$ cat config.mk
export PLATFORM = sky130hd
export DESIGN_NAME = nmea_sentence_capture_core_flat
export DESIGN_NICKNAME = d
export VERILOG_FILES = /design/src/nsc_pkg.sv /design/src/nsc_in_if.sv /design/src/nsc_out_if.sv /design/src/nmea_sentence_capture_core.sv /design/src/flat_wrapper.sv
export SDC_FILE = /design/constraint.sdc
export NUM_CORES = 1
export LEC_CHECK = 0
export BUFFER_PORTS_ARGS = -buffer_cell sky130_fd_sc_hd__buf_2
export CAP_MARGIN = 20
export CORE_ASPECT_RATIO = 0.6
export CORE_UTILIZATION = 52
export CTS_CLUSTER_DIAMETER = 50
export DETAILED_ROUTE_END_ITERATION = 6
export PLACE_DENSITY_LB_ADDON = 0.2
export SLEW_MARGIN = 20
export SYNTH_ARGS = -nofsm -noshare
export SYNTH_HDL_FRONTEND = slang
export SYNTH_SLANG_ARGS = --single-unit
$ cat constraint.sdc
create_clock -name clk -period 7.1 [get_ports clk]
set_input_delay 1.42 -clock clk [delete_from_list [all_inputs] [get_ports clk]]
set_output_delay 1.42 -clock clk [all_outputs]
set_load 0.03 [all_outputs]
$ cat src/nsc_pkg.sv
// ----------------------------------------------------------------------------
// nsc_pkg - NMEA sentence capture shared definitions
// Character codes, field widths and parameter defaults.
// ----------------------------------------------------------------------------
package nsc_pkg;

  localparam int BYTE_W = 8;
  localparam int TAG_W  = 24;
  localparam int POS_W  = 7;   // store_position / comma_position port width
  localparam int SLOT_W = 4;   // comma_slot port width

  localparam logic [BYTE_W-1:0] CH_DOLLAR = 8'h24;
  localparam logic [BYTE_W-1:0] CH_COMMA  = 8'h2C;
  localparam logic [BYTE_W-1:0] CH_G      = 8'h47;
  localparam logic [BYTE_W-1:0] CH_A      = 8'h41;

  // "GGA", first character in the top byte
  localparam logic [TAG_W-1:0] TAG_RESET = {CH_G, CH_G, CH_A};

  localparam int BUF_DEPTH_DEF   = 128;
  localparam int COMMA_SLOTS_DEF = 16;

endpackage

$ cat src/nsc_in_if.sv
// ----------------------------------------------------------------------------
// nsc_in_if - received byte channel
// valid/ready channel carrying one serial character per transfer.
// ----------------------------------------------------------------------------
interface nsc_in_if import nsc_pkg::*; ();

  logic              valid;
  logic              ready;
  logic [BYTE_W-1:0] rx_byte;

  modport source (output valid, output rx_byte, input ready);
  modport sink   (input valid, input rx_byte, output ready);

endinterface

$ cat src/nsc_out_if.sv
// ----------------------------------------------------------------------------
// nsc_out_if - capture result channel
// valid/ready channel carrying one buffer write / comma record per transfer.
// ----------------------------------------------------------------------------
interface nsc_out_if import nsc_pkg::*; ();

  logic              valid;
  logic              ready;
  logic              store_valid;
  logic [POS_W-1:0]  store_position;
  logic [BYTE_W-1:0] store_byte;
  logic              comma_valid;
  logic [SLOT_W-1:0] comma_slot;
  logic [POS_W-1:0]  comma_position;
  logic              capturing;
  logic              overflow;

  modport source (
    output valid, output store_valid, output store_position, output store_byte,
    output comma_valid, output comma_slot, output comma_position,
    output capturing, output overflow, input ready
  );
  modport sink (
    input valid, input store_valid, input store_position, input store_byte,
    input comma_valid, input comma_slot, input comma_position,
    input capturing, input overflow, output ready
  );

endinterface

$ cat src/nmea_sentence_capture_core.sv
// ----------------------------------------------------------------------------
// nmea_sentence_capture_core - NMEA sentence type capture
// Watches a serial byte stream for a sentence type and reports buffer writes.
// ----------------------------------------------------------------------------
// Usage:
//   in_ch  : one received character per transfer (rx_byte).
//   out_ch : one result per input byte: optional buffer write (position and
//            byte), optional comma record (slot and position), and the
//            capturing / overflow flags as they stand after that byte.
//   cfg_*  : cfg_wr_en writes cfg_wr_data into the 24-bit sentence tag
//            (first character in the top byte). Write only while idle.
// Latency: the result for a byte is on out_ch the cycle after its transfer.
// Throughput: one byte per cycle while out_ch is not held off. All state updates are a compare and an
//   increment done in the cycle of the input transfer, into the state and result
//   registers; nothing iterates.
// Reset (rst_n low, synchronous): capture off, window, write position, comma
//   count and overflow cleared, tag back to "GGA", output register empty.
// Stall: while out_ch is held off, the result register keeps its item and
//   in_ch.ready drops; a byte is still taken in the cycle the held result
//   transfers out.
// ----------------------------------------------------------------------------
module nmea_sentence_capture_core
  import nsc_pkg::*;
#(
  parameter int BUF_DEPTH   = BUF_DEPTH_DEF,    // 8 .. 128
  parameter int COMMA_SLOTS = COMMA_SLOTS_DEF   // 2 .. 16
) (
  input  logic             clk,
  input  logic             rst_n,
  nsc_in_if.sink           in_ch,
  nsc_out_if.source        out_ch,
  input  logic             cfg_wr_en,
  input  logic [TAG_W-1:0] cfg_wr_data
);

  // counters must be able to hold the full count itself
  localparam int IDX_W = $clog2(BUF_DEPTH + 1);
  localparam int CNT_W = $clog2(COMMA_SLOTS + 1);
  localparam logic [IDX_W-1:0] IDX_FULL = IDX_W'(BUF_DEPTH);
  localparam logic [CNT_W-1:0] CNT_FULL = CNT_W'(COMMA_SLOTS);

  // ---- state ----
  logic [TAG_W-1:0] tag_r;
  logic             capture_r,  capture_nxt;
  logic [TAG_W-1:0] recent_r,   recent_nxt;
  logic [IDX_W-1:0] widx_r,     widx_nxt;
  logic [CNT_W-1:0] ccnt_r,     ccnt_nxt;
  logic             ovf_r,      ovf_nxt;

  // ---- result register ----
  logic              out_valid_r;
  logic              st_v_r,    st_v_nxt;
  logic [POS_W-1:0]  st_pos_r,  st_pos_nxt;
  logic [BYTE_W-1:0] st_b_r,    st_b_nxt;
  logic              cm_v_r,    cm_v_nxt;
  logic [SLOT_W-1:0] cm_slot_r, cm_slot_nxt;
  logic [POS_W-1:0]  cm_pos_r,  cm_pos_nxt;

  logic in_xfer;
  logic [BYTE_W-1:0] b;

  // zero-extended views so the low port bits can be taken for any depth
  logic [IDX_W+POS_W-1:0]  widx_ext;
  logic [CNT_W+SLOT_W-1:0] ccnt_ext;

  assign in_ch.ready = !out_valid_r || out_ch.ready;
  assign in_xfer     = in_ch.valid && in_ch.ready;
  assign b           = in_ch.rx_byte;

  assign widx_ext = {{POS_W{1'b0}}, widx_r};
  assign ccnt_ext = {{SLOT_W{1'b0}}, ccnt_r};

  always_comb begin
    capture_nxt = capture_r;
    recent_nxt  = recent_r;
    widx_nxt    = widx_r;
    ccnt_nxt    = ccnt_r;
    ovf_nxt     = ovf_r;
    st_v_nxt    = 1'b0;
    st_pos_nxt  = '0;
    st_b_nxt    = '0;
    cm_v_nxt    = 1'b0;
    cm_slot_nxt = '0;
    cm_pos_nxt  = '0;

    priority if (b == CH_DOLLAR) begin
      // restart; window left alone
      capture_nxt = 1'b0;
      widx_nxt    = '0;
      ccnt_nxt    = '0;
      ovf_nxt     = 1'b0;
    end else if (capture_r) begin
      if (widx_r != IDX_FULL) begin
        if (b == CH_COMMA) begin
          if (ccnt_r != CNT_FULL) begin
            cm_v_nxt    = 1'b1;
            cm_slot_nxt = ccnt_ext[SLOT_W-1:0];
            cm_pos_nxt  = widx_ext[POS_W-1:0];
            ccnt_nxt    = ccnt_r + CNT_W'(1);
          end else begin
            ovf_nxt = 1'b1;   // comma slots exhausted, byte still stored
          end
        end
        st_v_nxt   = 1'b1;
        st_pos_nxt = widx_ext[POS_W-1:0];
        st_b_nxt   = b;
        widx_nxt   = widx_r + IDX_W'(1);
      end else begin
        ovf_nxt = 1'b1;       // buffer full
      end
    end else if (recent_r == tag_r) begin
      // byte after the tag is consumed and starts capture
      capture_nxt = 1'b1;
      recent_nxt  = '0;
    end else begin
      recent_nxt = {recent_r[TAG_W-BYTE_W-1:0], b};
    end
  end

  always_ff @(posedge clk) begin
    if (!rst_n) begin
      tag_r       <= TAG_RESET;
      capture_r   <= 1'b0;
      recent_r    <= '0;
      widx_r      <= '0;
      ccnt_r      <= '0;
      ovf_r       <= 1'b0;
      out_valid_r <= 1'b0;
    end else begin
      if (cfg_wr_en) begin
        tag_r <= cfg_wr_data;
      end
      if (in_xfer) begin
        capture_r   <= capture_nxt;
        recent_r    <= recent_nxt;
        widx_r      <= widx_nxt;
        ccnt_r      <= ccnt_nxt;
        ovf_r       <= ovf_nxt;
        out_valid_r <= 1'b1;
      end else if (out_ch.ready) begin
        out_valid_r <= 1'b0;
      end
    end
  end

  // result payload, no reset needed
  always_ff @(posedge clk) begin
    if (in_xfer) begin
      st_v_r    <= st_v_nxt;
      st_pos_r  <= st_pos_nxt;
      st_b_r    <= st_b_nxt;
      cm_v_r    <= cm_v_nxt;
      cm_slot_r <= cm_slot_nxt;
      cm_pos_r  <= cm_pos_nxt;
    end
  end

  // flags after the byte are exactly the updated state registers
  assign out_ch.valid          = out_valid_r;
  assign out_ch.store_valid    = st_v_r;
  assign out_ch.store_position = st_pos_r;
  assign out_ch.store_byte     = st_b_r;
  assign out_ch.comma_valid    = cm_v_r;
  assign out_ch.comma_slot     = cm_slot_r;
  assign out_ch.comma_position = cm_pos_r;
  assign out_ch.capturing      = capture_r;
  assign out_ch.overflow       = ovf_r;

  // ---- assertions ----
  a_store_implies_capture: assert property (@(posedge clk) disable iff (!rst_n)
    out_valid_r && st_v_r |-> capture_r)
    else $error("buffer write reported while not capturing");

  a_comma_is_stored_comma: assert property (@(posedge clk) disable iff (!rst_n)
    out_valid_r && cm_v_r |-> st_v_r && (st_b_r == CH_COMMA))
    else $error("comma record without a stored comma byte");

  a_dollar_restarts: assert property (@(posedge clk) disable iff (!rst_n)
    in_xfer && (b == CH_DOLLAR) |=> !capture_r && (widx_r == '0) && (ccnt_r == '0) && !ovf_r)
    else $error("restart byte did not clear capture state");

  a_counts_bounded: assert property (@(posedge clk) disable iff (!rst_n)
    (widx_r <= IDX_FULL) && (ccnt_r <= CNT_FULL))
    else $error("write position or comma count past its limit");

endmodule

$ cat src/flat_wrapper.sv
// flat-port wrapper written by rule: the top's interface ports become plain ports
module nmea_sentence_capture_core_flat import nsc_pkg::*;
#(
  parameter int BUF_DEPTH   = BUF_DEPTH_DEF,               
  parameter int COMMA_SLOTS = COMMA_SLOTS_DEF             
)
  (clk, rst_n, cfg_wr_en, cfg_wr_data, in_ch_valid, in_ch_rx_byte, in_ch_ready, out_ch_valid, out_ch_store_valid, out_ch_store_position, out_ch_store_byte, out_ch_comma_valid, out_ch_comma_slot, out_ch_comma_position, out_ch_capturing, out_ch_overflow, out_ch_ready);
  nsc_in_if in_ch_i ();
  nsc_out_if out_ch_i ();
  input  logic clk;
  input  logic rst_n;
  input  logic cfg_wr_en;
  input  logic [TAG_W-1:0] cfg_wr_data;
  input wire logic [$bits(in_ch_i.valid)-1:0] in_ch_valid;
  input wire logic [$bits(in_ch_i.rx_byte)-1:0] in_ch_rx_byte;
  output wire logic [$bits(in_ch_i.ready)-1:0] in_ch_ready;
  output wire logic [$bits(out_ch_i.valid)-1:0] out_ch_valid;
  output wire logic [$bits(out_ch_i.store_valid)-1:0] out_ch_store_valid;
  output wire logic [$bits(out_ch_i.store_position)-1:0] out_ch_store_position;
  output wire logic [$bits(out_ch_i.store_byte)-1:0] out_ch_store_byte;
  output wire logic [$bits(out_ch_i.comma_valid)-1:0] out_ch_comma_valid;
  output wire logic [$bits(out_ch_i.comma_slot)-1:0] out_ch_comma_slot;
  output wire logic [$bits(out_ch_i.comma_position)-1:0] out_ch_comma_position;
  output wire logic [$bits(out_ch_i.capturing)-1:0] out_ch_capturing;
  output wire logic [$bits(out_ch_i.overflow)-1:0] out_ch_overflow;
  input wire logic [$bits(out_ch_i.ready)-1:0] out_ch_ready;
  assign in_ch_i.valid = in_ch_valid;
  assign in_ch_i.rx_byte = in_ch_rx_byte;
  assign in_ch_ready = in_ch_i.ready;
  assign out_ch_valid = out_ch_i.valid;
  assign out_ch_store_valid = out_ch_i.store_valid;
  assign out_ch_store_position = out_ch_i.store_position;
  assign out_ch_store_byte = out_ch_i.store_byte;
  assign out_ch_comma_valid = out_ch_i.comma_valid;
  assign out_ch_comma_slot = out_ch_i.comma_slot;
  assign out_ch_comma_position = out_ch_i.comma_position;
  assign out_ch_capturing = out_ch_i.capturing;
  assign out_ch_overflow = out_ch_i.overflow;
  assign out_ch_i.ready = out_ch_ready;
  nmea_sentence_capture_core #(.BUF_DEPTH(BUF_DEPTH), .COMMA_SLOTS(COMMA_SLOTS)) u_core (.clk(clk), .rst_n(rst_n), .in_ch(in_ch_i), .out_ch(out_ch_i), .cfg_wr_en(cfg_wr_en), .cfg_wr_data(cfg_wr_data));
endmodule
**Word-level counts from Yosys, hierarchy flattened**

Index checks and enable logic that the tools add are counted.

- $add $sub $neg: 2
- Multiply operators: 0
- Divide/modulo/power cells: 0
- $lt $le $gt $ge: 0
- Eq/ne operators: 7
- Shifts and indexed selects: 0
- Multiplexer cells: 21
- Bitwise gates (word level): 5
- Reduce and logical (&&, ||, !) cells: 16

Operators with widths:

| kind | number |
|---|---|
| $mux W5 | 5 |
| $eq A24 B24 Y1 | 1 |
| $mux W24 | 1 |
| $mux W8 | 3 |
| $eq A8 B6 Y1 const B | 2 |
| $mux W1 | 12 |
| $reduce_bool A2 Y1 | 5 |
| $add A8 B1 Y8 const B | 1 |
| $ne A8 B8 Y1 const B | 1 |
| $ne A3 B2 Y1 const B | 2 |
| $reduce_and A3 Y1 | 2 |
| $add A5 B1 Y5 const B | 1 |
| $ne A5 B5 Y1 const B | 1 |
| $not A1 Y1 | 5 |
| $reduce_and A5 Y1 | 1 |
| $reduce_or A5 Y1 | 1 |
| $reduce_and A4 Y1 | 1 |
| $reduce_or A4 Y1 | 1 |
| $reduce_or A3 Y1 | 1 |
| $reduce_or A2 Y1 | 1 |
| $logic_and A1 B1 Y1 | 1 |
| $logic_not A1 Y1 | 1 |
| $logic_or A1 B1 Y1 | 1 |

- Register bits after elaboration: 92
- Bits in latches: 0
- RAM bits: 0
- Bits in read-only memories: 0
- Output and inout port bits: 32
- Memories kept: 0

**Logic depth before layout (Yosys ltp)**

Gate-level depths: netlist of run 1.

- Depth after elaboration: 6
- Gate-level depth with buffers: 8

**Worst setup path before layout of run 1**

No wires, ideal clock.

- Kind: input-to-reg
- From: in out_ch_ready
- To: reg u_core.recent_r[12]
- Setup time: 117 ps
- Data arrival time: 3402 ps
- Data required time: 6983 ps
- Path slack: 3581 ps
- Stages on the path: 7
- Cells stage by stage: nand2b_1 > nand2_1 > clkinv_1 > nand4_1 > a21oi_1 > clkbuf_1 > a22o_1

- Longest elaborated chain between the ends: 3

RTL lines:

| what | RTL line | RTL |
|---|---|---|
| from (decl) | flat_wrapper.sv:26 | `input wire logic [$bits(out_ch_i.ready)-1:0] out_ch_ready;` |
| $logic_or A1 B1 Y1 | nmea_sentence_capture_core.sv:66 | `assign in_ch.ready = !out_valid_r \|\| out_ch.ready;` |
| $logic_and A1 B1 Y1 | nmea_sentence_capture_core.sv:67 | `assign in_xfer = in_ch.valid && in_ch.ready;` |
| named net u_core.in_xfer | nmea_sentence_capture_core.sv:59 | `logic in_xfer;` |
| $reduce_and A3 Y1 (no source line) | -- |  |
| to (signal assigned) | nmea_sentence_capture_core.sv:135 | `recent_r <= recent_nxt;` |
| to (decl) | nmea_sentence_capture_core.sv:45 | `logic [TAG_W-1:0] recent_r, recent_nxt;` |

The timed path passes the listed nets, and every way through them passes these cells.
A chain may end at the register's enable or synchronous reset.

**Worst setup path in the final report of run 1**

- From: in out_ch_ready
- To: out in_ch_ready

- Longest elaborated chain between the ends: 1

RTL lines:

| what | RTL line | RTL |
|---|---|---|
| $logic_or A1 B1 Y1 | nmea_sentence_capture_core.sv:66 |  |
| to (decl) | flat_wrapper.sv:16 | `output wire logic [$bits(in_ch_i.ready)-1:0] in_ch_ready;` |

Every way passes these cells.

==> flow_summary.yaml, run 1 <==
clock_network:
  clk_transition_reported_paths_ns: 0.07
  cts_resized: 0
  clkSinkCount: 92
  clkLatencyLatePin_ns: 0.34
  cts.htree.levels: 3
  cts_root_buf: "clkbuf_16"
  cts_buffers: 9
  post_cts_buffers: 0
  cts_tree: "done"
  cts_hold_buf: 0
  clockBufferDepth: 2
routing:
  vias: 2679
  wire_per_inst_um: 16.1
  firstDrtPassIters: 6
  drc_errors: 4
  drt_iter0_markers: 182
  ant_nets: 0
  routed_wl_mm: 7.83
  via_per_inst: 5.49
timing:
  grt_setup_unrepaired: "false"
  min_period_ns: 3.27
  finalSetupViolCount: 0
  fin_skew_ns: 0.00757
  tightest_slew_ns: 1.06
  hold_viol: 0
  min_period_over_period_pct: 46.1
  slew_violations: 0
  worst_slack_ns: 3.83
  slew_headroom_pct: 29.5
  fmax_ghz: 0.306
  tns_ns: 0
synthesis:
  synth_fp_nets: 373
  async_flop_share_pct: 0
  syn_area_um2: 3750
  synth-main-ff-cell: "dfxtp_1"
  synth_top_cells_by_area: "dfxtp_1 (34%), edfxtp_1 (22%), mux2i_1 (6.4%), xnor2_1 (6.3%), a22o_1 (5.6%)"
  seq_area_frac_synth_pct: 56.5
  yosysTopAreaCellShare_pct: 34.1
  avgSynthCellArea_um2: 11.3
  yosys.area.top_type: "dfxtp_1"
  synth_edf_count: 28
  yosys_warnings: 0
  synth_seq_cells: 92
  syn_inst: 332
  synthDistinctLibCells: 45
placement:
  port_buffers: 68
  dp.final_hpwl_mm: 5.49
  gp_congestion: 0.888
  pre_cts_ws_ns: 3.61
setup_path:
  critPathMaxFanout: 3
  startpoint_type: "primary input"
  startpoint: "out_ch_ready"
  worstSetupEndpointType: "primary output"
  crit_type: "in2out"
  ff2ff_path_depth: 7
  crit_arrival_ns: 1.85
  reg2reg_from: "u_core.widx_r[0]$_SDFFE_PN0P_"
  cp.required_ns: 5.68
finish:
  final_common_cell: "buf_2"
  nets: 437
  area_growth_syn_to_layout_pct: 18.9
  multi_input_area_um2: 1530
  regArea_um2: 2120
  fill_cells: 538
  layout_common_cells: "buf_2 (68), dfxtp_1 (64), edfxtp_1 (28)"
  drive_gt1_share_pct: 23.7
  antenna_cells: 0
floorplan:
  row_count: 23
  core_area_um2: 6820
  die_w_um: 112
  initial_core_util_pct: 55.0
  num_io_pins: 69
  dieArea_um2: 7570
  die_h_um: 67.8
pwr:
  power.leakage_nw: 1.81
  peakVddDrop_mv: 0.178
  power_density_nw_per_um2: 260
global_routing:
  grt_pass1_vias: 2335
  antenna_found_initial: 0
  grt-ovfl-total: 0
  grt_pass1_wl_mm: 12.3
  grtUsageTotal_pct: 22.0
  grt_max_degree: 35
min_path:
  worstHoldPathCells: 2
  hold_start: "u_core.widx_r[7]$_SDFFE_PN0P_"
  hp-class: "reg2reg"
status:
  status: "finished, violations left"
  violations: "design-rule violations"
job:
  drv_cap: 0
-- final cells by class --
type / instances / share of cell area, %
Clock buffer: 13 / 6.56
Clock inverter: 3 / 0.533
Tap cell: 87 / 2.44
Sequential cell: 92 / 47.5
Timing Repair Buffer: 70 / 7.96
Inverter: 8 / 0.673
Multi-Input combinational cell: 215 / 34.3
-- power by group --
group / leakage [nW] / internal, mW / switching, mW
sequential: 0.807 / 0.562 / 0.0157
clock: 0.149 / 0.291 / 0.200
combinational: 0.849 / 0.0363 / 0.0544
-- worst max-delay path: stages --
cell and delay [ns]:
buf_2 0.09, nand2b_1 0.15, buf_2 0.19
-- cells by family (layout without fill, tap and decap cells) --
family          count (synthesis)  in the layout  share of synthesized area (%)
flops                          92             92                           56.5
simple gates                  107            107                           15.8
xor+xnor                       28             28                           6.53
compound gates                 52             52                           10.7
mux                            24             24                           6.40
buf+inv                        25             94                           2.70
fa+ha+maj                       4              4                           1.33
-- per-layer routing --
layer	part of all wire, %	vias to the layer above	track usage, %
li1	-	1331	-
met5	0	-	0
met3	7.6	9	6.47
met4	1.0	0	7.60
met1	52	1248	33.5
met2	39	91	29.0
-- worst paths after layout --
kind	to	slack, ns
worst min-delay path	u_core.widx_r[7]$_SDFFE_PN0P_	0.47
worst max register to register	u_core.ccnt_r[1]$_SDFFE_PN0P_	4.63
worst max-delay path	in_ch_ready	3.83
worst min register to register	u_core.widx_r[7]$_SDFFE_PN0P_	0.47
-- cells in the mapped netlist, types with 3 or more instances --
master and n:
and2_1 18, buf_2 3, o211ai_1 4, xnor2_1 27
dfxtp_1 64, nand2_1 15, a31oi_1 3, a211oi_1 4
mux2i_1 24, and3_1 8, edfxtp_1 28, nor3_1 5
nand3_1 12, a21oi_1 7, a22o_1 24, inv_1 7
nand4_1 7, ha_1 4, nand4b_1 3, clkbuf_1 11
nor2_1 25
-- sequential cells by signal (all words and copies together) (netlist names) --
register,count
u_core.recent_r,24
u_core.tag_r,24
u_core.out_ch.store_byte,8
u_core.widx_r,8
u_core.out_ch.comma_position,7
u_core.out_ch.store_position,7
u_core.ccnt_r,5
u_core.out_ch.comma_slot,4
u_core.out_ch.capturing,1
u_core.out_ch.comma_valid,1
u_core.out_ch.overflow,1
u_core.out_ch.store_valid,1
u_core.out_ch.valid,1
-- stage by stage --
step           util [%]  hold slack [ns]  total power, mW  cell area, µm²  instances
6_report           65.4            0.474             1.16            4460        488
5_1_grt            65.4            0.499             1.20            4460        488
4_1_cts            65.4            0.475             1.17            4460        488
3_5_place_dp       60.8            0.457            0.680            4150        472
3_3_place_gp       60.8            0.456            0.677            4150        472
2_1_floorplan         -            0.447            0.648            3750        332
Note: power is estimated with default switching activity, not from simulation.
==> inputs of run 2 (changes only) <==
==> constraint.sdc (replaced) <==
create_clock -name clk -period 3.4 [get_ports clk]
set_input_delay 0.68 -clock clk [delete_from_list [all_inputs] [get_ports clk]]
set_output_delay 0.68 -clock clk [all_outputs]
set_load 0.03 [all_outputs]
==> flow_summary.yaml, run 2 (same netlist as run 1, synthesis figures left out) <==
status:
  status: "finished, violations left"
  violations: "design-rule violations"
min_path:
  hold_start: "u_core.out_ch.overflow$_SDFFE_PN0P_"
  hp-class: "reg2reg"
global_routing:
  antenna_found_initial: 0
  grt_pass1_vias: 2402
  grtUsageTotal_pct: 21.8
  grt_pass1_wl_mm: 12.5
  grt-ovfl-total: 0
  grt_max_degree: 34
setup_path:
  startpoint: "u_core.widx_r[0]$_SDFFE_PN0P_"
  worstSetupEndpointType: "flip-flop"
  critPathCapture: "u_core.ccnt_r[1]$_SDFFE_PN0P_"
  crit_arrival_ns: 2.60
  crit_type: "reg2reg"
  ff2ff_path_depth: 7
  reg2reg_from: "u_core.widx_r[0]$_SDFFE_PN0P_"
  cp.required_ns: 3.66
  reg2reg_slack_ns: 1.05
  critPathMaxFanout: 12
  r2r-end: "u_core.ccnt_r[1]$_SDFFE_PN0P_"
  startpoint_type: "flip-flop"
placement:
  placed_area_um2: 4170
  dp.final_hpwl_mm: 5.48
  gp_congestion: 0.809
  port_buffers: 68
pwr:
  combPwrFrac_pct: 7.9
  p_sw_share_pct: 23.7
  peakVddDrop_mv: 0.306
  p_seq_share_pct: 49.6
  power.leakage_nw: 1.82
  power.share.clock_pct: 42.5
  power_density_nw_per_um2: 542
  p_sw_mw: 0.577
  p_int_mw: 1.85
floorplan:
  row_count: 23
  initial_core_util_pct: 55.0
  core_area_um2: 6820
  num_io_pins: 69
  die_h_um: 67.8
  die_w_um: 112
  dieArea_um2: 7570
finish:
  nets: 440
  fill_cells: 542
  final_common_cell: "buf_2"
  layout_common_cells: "buf_2 (68), dfxtp_1 (64), edfxtp_1 (28)"
  area_growth_syn_to_layout_pct: 19.4
  top_regs: "u_core.recent_r (24), u_core.tag_r (24)"
  antenna_cells: 0
  drive_gt1_share_pct: 24.5
  fin_area_um2: 4480
clock_network:
  post_cts_buffers: 0
  cts_buffers: 9
  cts.htree.levels: 3
  cts_tree: "done"
  clkLatencyLatePin_ns: 0.34
  cts_resized: 0
  clkSinkCount: 92
  clockBufferDepth: 2
  cts_root_buf: "clkbuf_16"
  clk_transition_reported_paths_ns: 0.06
  cts_hold_buf: 0
timing:
  fin_skew_ns: 0.00915
  hold_viol: 0
  finalSetupViolCount: 0
  fmax_ghz: 0.426
  slew_headroom_pct: 52.8
  slew_violations: 0
  min_period_over_period_pct: 69.0
  tightest_slew_ns: 0.708
  tns_ns: 0
  min_period_ns: 2.35
  grt_setup_unrepaired: "false"
routing:
  wire_per_inst_um: 15.9
  vias: 2684
  drt_iter0_markers: 194
  routed_wl_mm: 7.79
  via_per_inst: 5.47
  ant_nets: 0
  drc_errors: 4
  firstDrtPassIters: 7
job:
  drv_cap: 0
[run 2: cell types whose count changed in the layout (fill, tap and decap cells not counted), sizes merged]
cell and delta:
buf +3, clkbuf -3, inv +3, bufinv +1
clkinvlp -1
[run 2: area by class of cell]
class | count | area, µm² | area share [%]
Clock buffer | 10 | 239 | 5.33
Clock inverter | 6 | 75.1 | 1.67
Inverter | 8 | 30.0 | 0.670
Multi-Input combinational cell | 215 | 1530 | 34.1
Sequential cell | 92 | 2120 | 47.3
Tap cell | 87 | 109 | 2.43
Timing Repair Buffer | 73 | 378 | 8.43
[run 2: worst min path at each step]
stage | endpoint | slack, ns | depth (start not counted)
after floorplan | u_core.widx_r[7]$_SDFFE_PN0P_ | 0.45 | 2
after global placement | u_core.widx_r[7]$_SDFFE_PN0P_ | 0.46 | 2
after detailed placement | u_core.out_ch.overflow$_SDFFE_PN0P_ | 0.46 | 2
after CTS | u_core.out_ch.overflow$_SDFFE_PN0P_ | 0.48 | 2
after global routing | u_core.widx_r[7]$_SDFFE_PN0P_ | 0.50 | 2
final | u_core.out_ch.overflow$_SDFFE_PN0P_ | 0.47 | 2
[run 2: metal layers]
| layer | vias to the layer above | wire length (µm) | global-route usage, % |
|---|---|---|---|
| met5 | - | 0 | 0 |
| met4 | 0 | 53 | 6.08 |
| met3 | 6 | 575 | 5.76 |
| met2 | 94 | 3100 | 30.7 |
| met1 | 1243 | 4070 | 32.7 |
| li1 | 1341 | - | - |
[run 2: critical path, stage by stage, from the launching register on]
cell	delay [ns]
dfxtp_1	0.37
inv_1	0.10
ha_1	0.13
or4b_4	0.47
o21ai_2	0.48
nor3b_2	0.19
or3_1	0.35
a31oi_1	0.17
[run 2: power groups by stage]
stage / combinational, mW / clock (mW) / sequential [mW]
floorplan: 0.0995 / 0 / 1.25
CTS: 0.193 / 1.05 / 1.21
global route: 0.211 / 1.09 / 1.21
global placement: 0.188 / 0 / 1.23
detailed placement: 0.192 / 0 / 1.23
finish: 0.192 / 1.03 / 1.21
[run 2: through the flow]
stage	instances	setup slack, ns	hold slack (ns)	util [%]	total power [mW]
6_report	491	1.05	0.475	65.7	2.43
2_1_floorplan	332	0.621	0.447	-	1.35
3_5_place_dp	475	0.755	0.458	61.1	1.42
3_3_place_gp	475	0.885	0.459	61.1	1.42
5_1_grt	491	0.862	0.499	65.7	2.51
4_1_cts	491	1.07	0.476	65.7	2.45
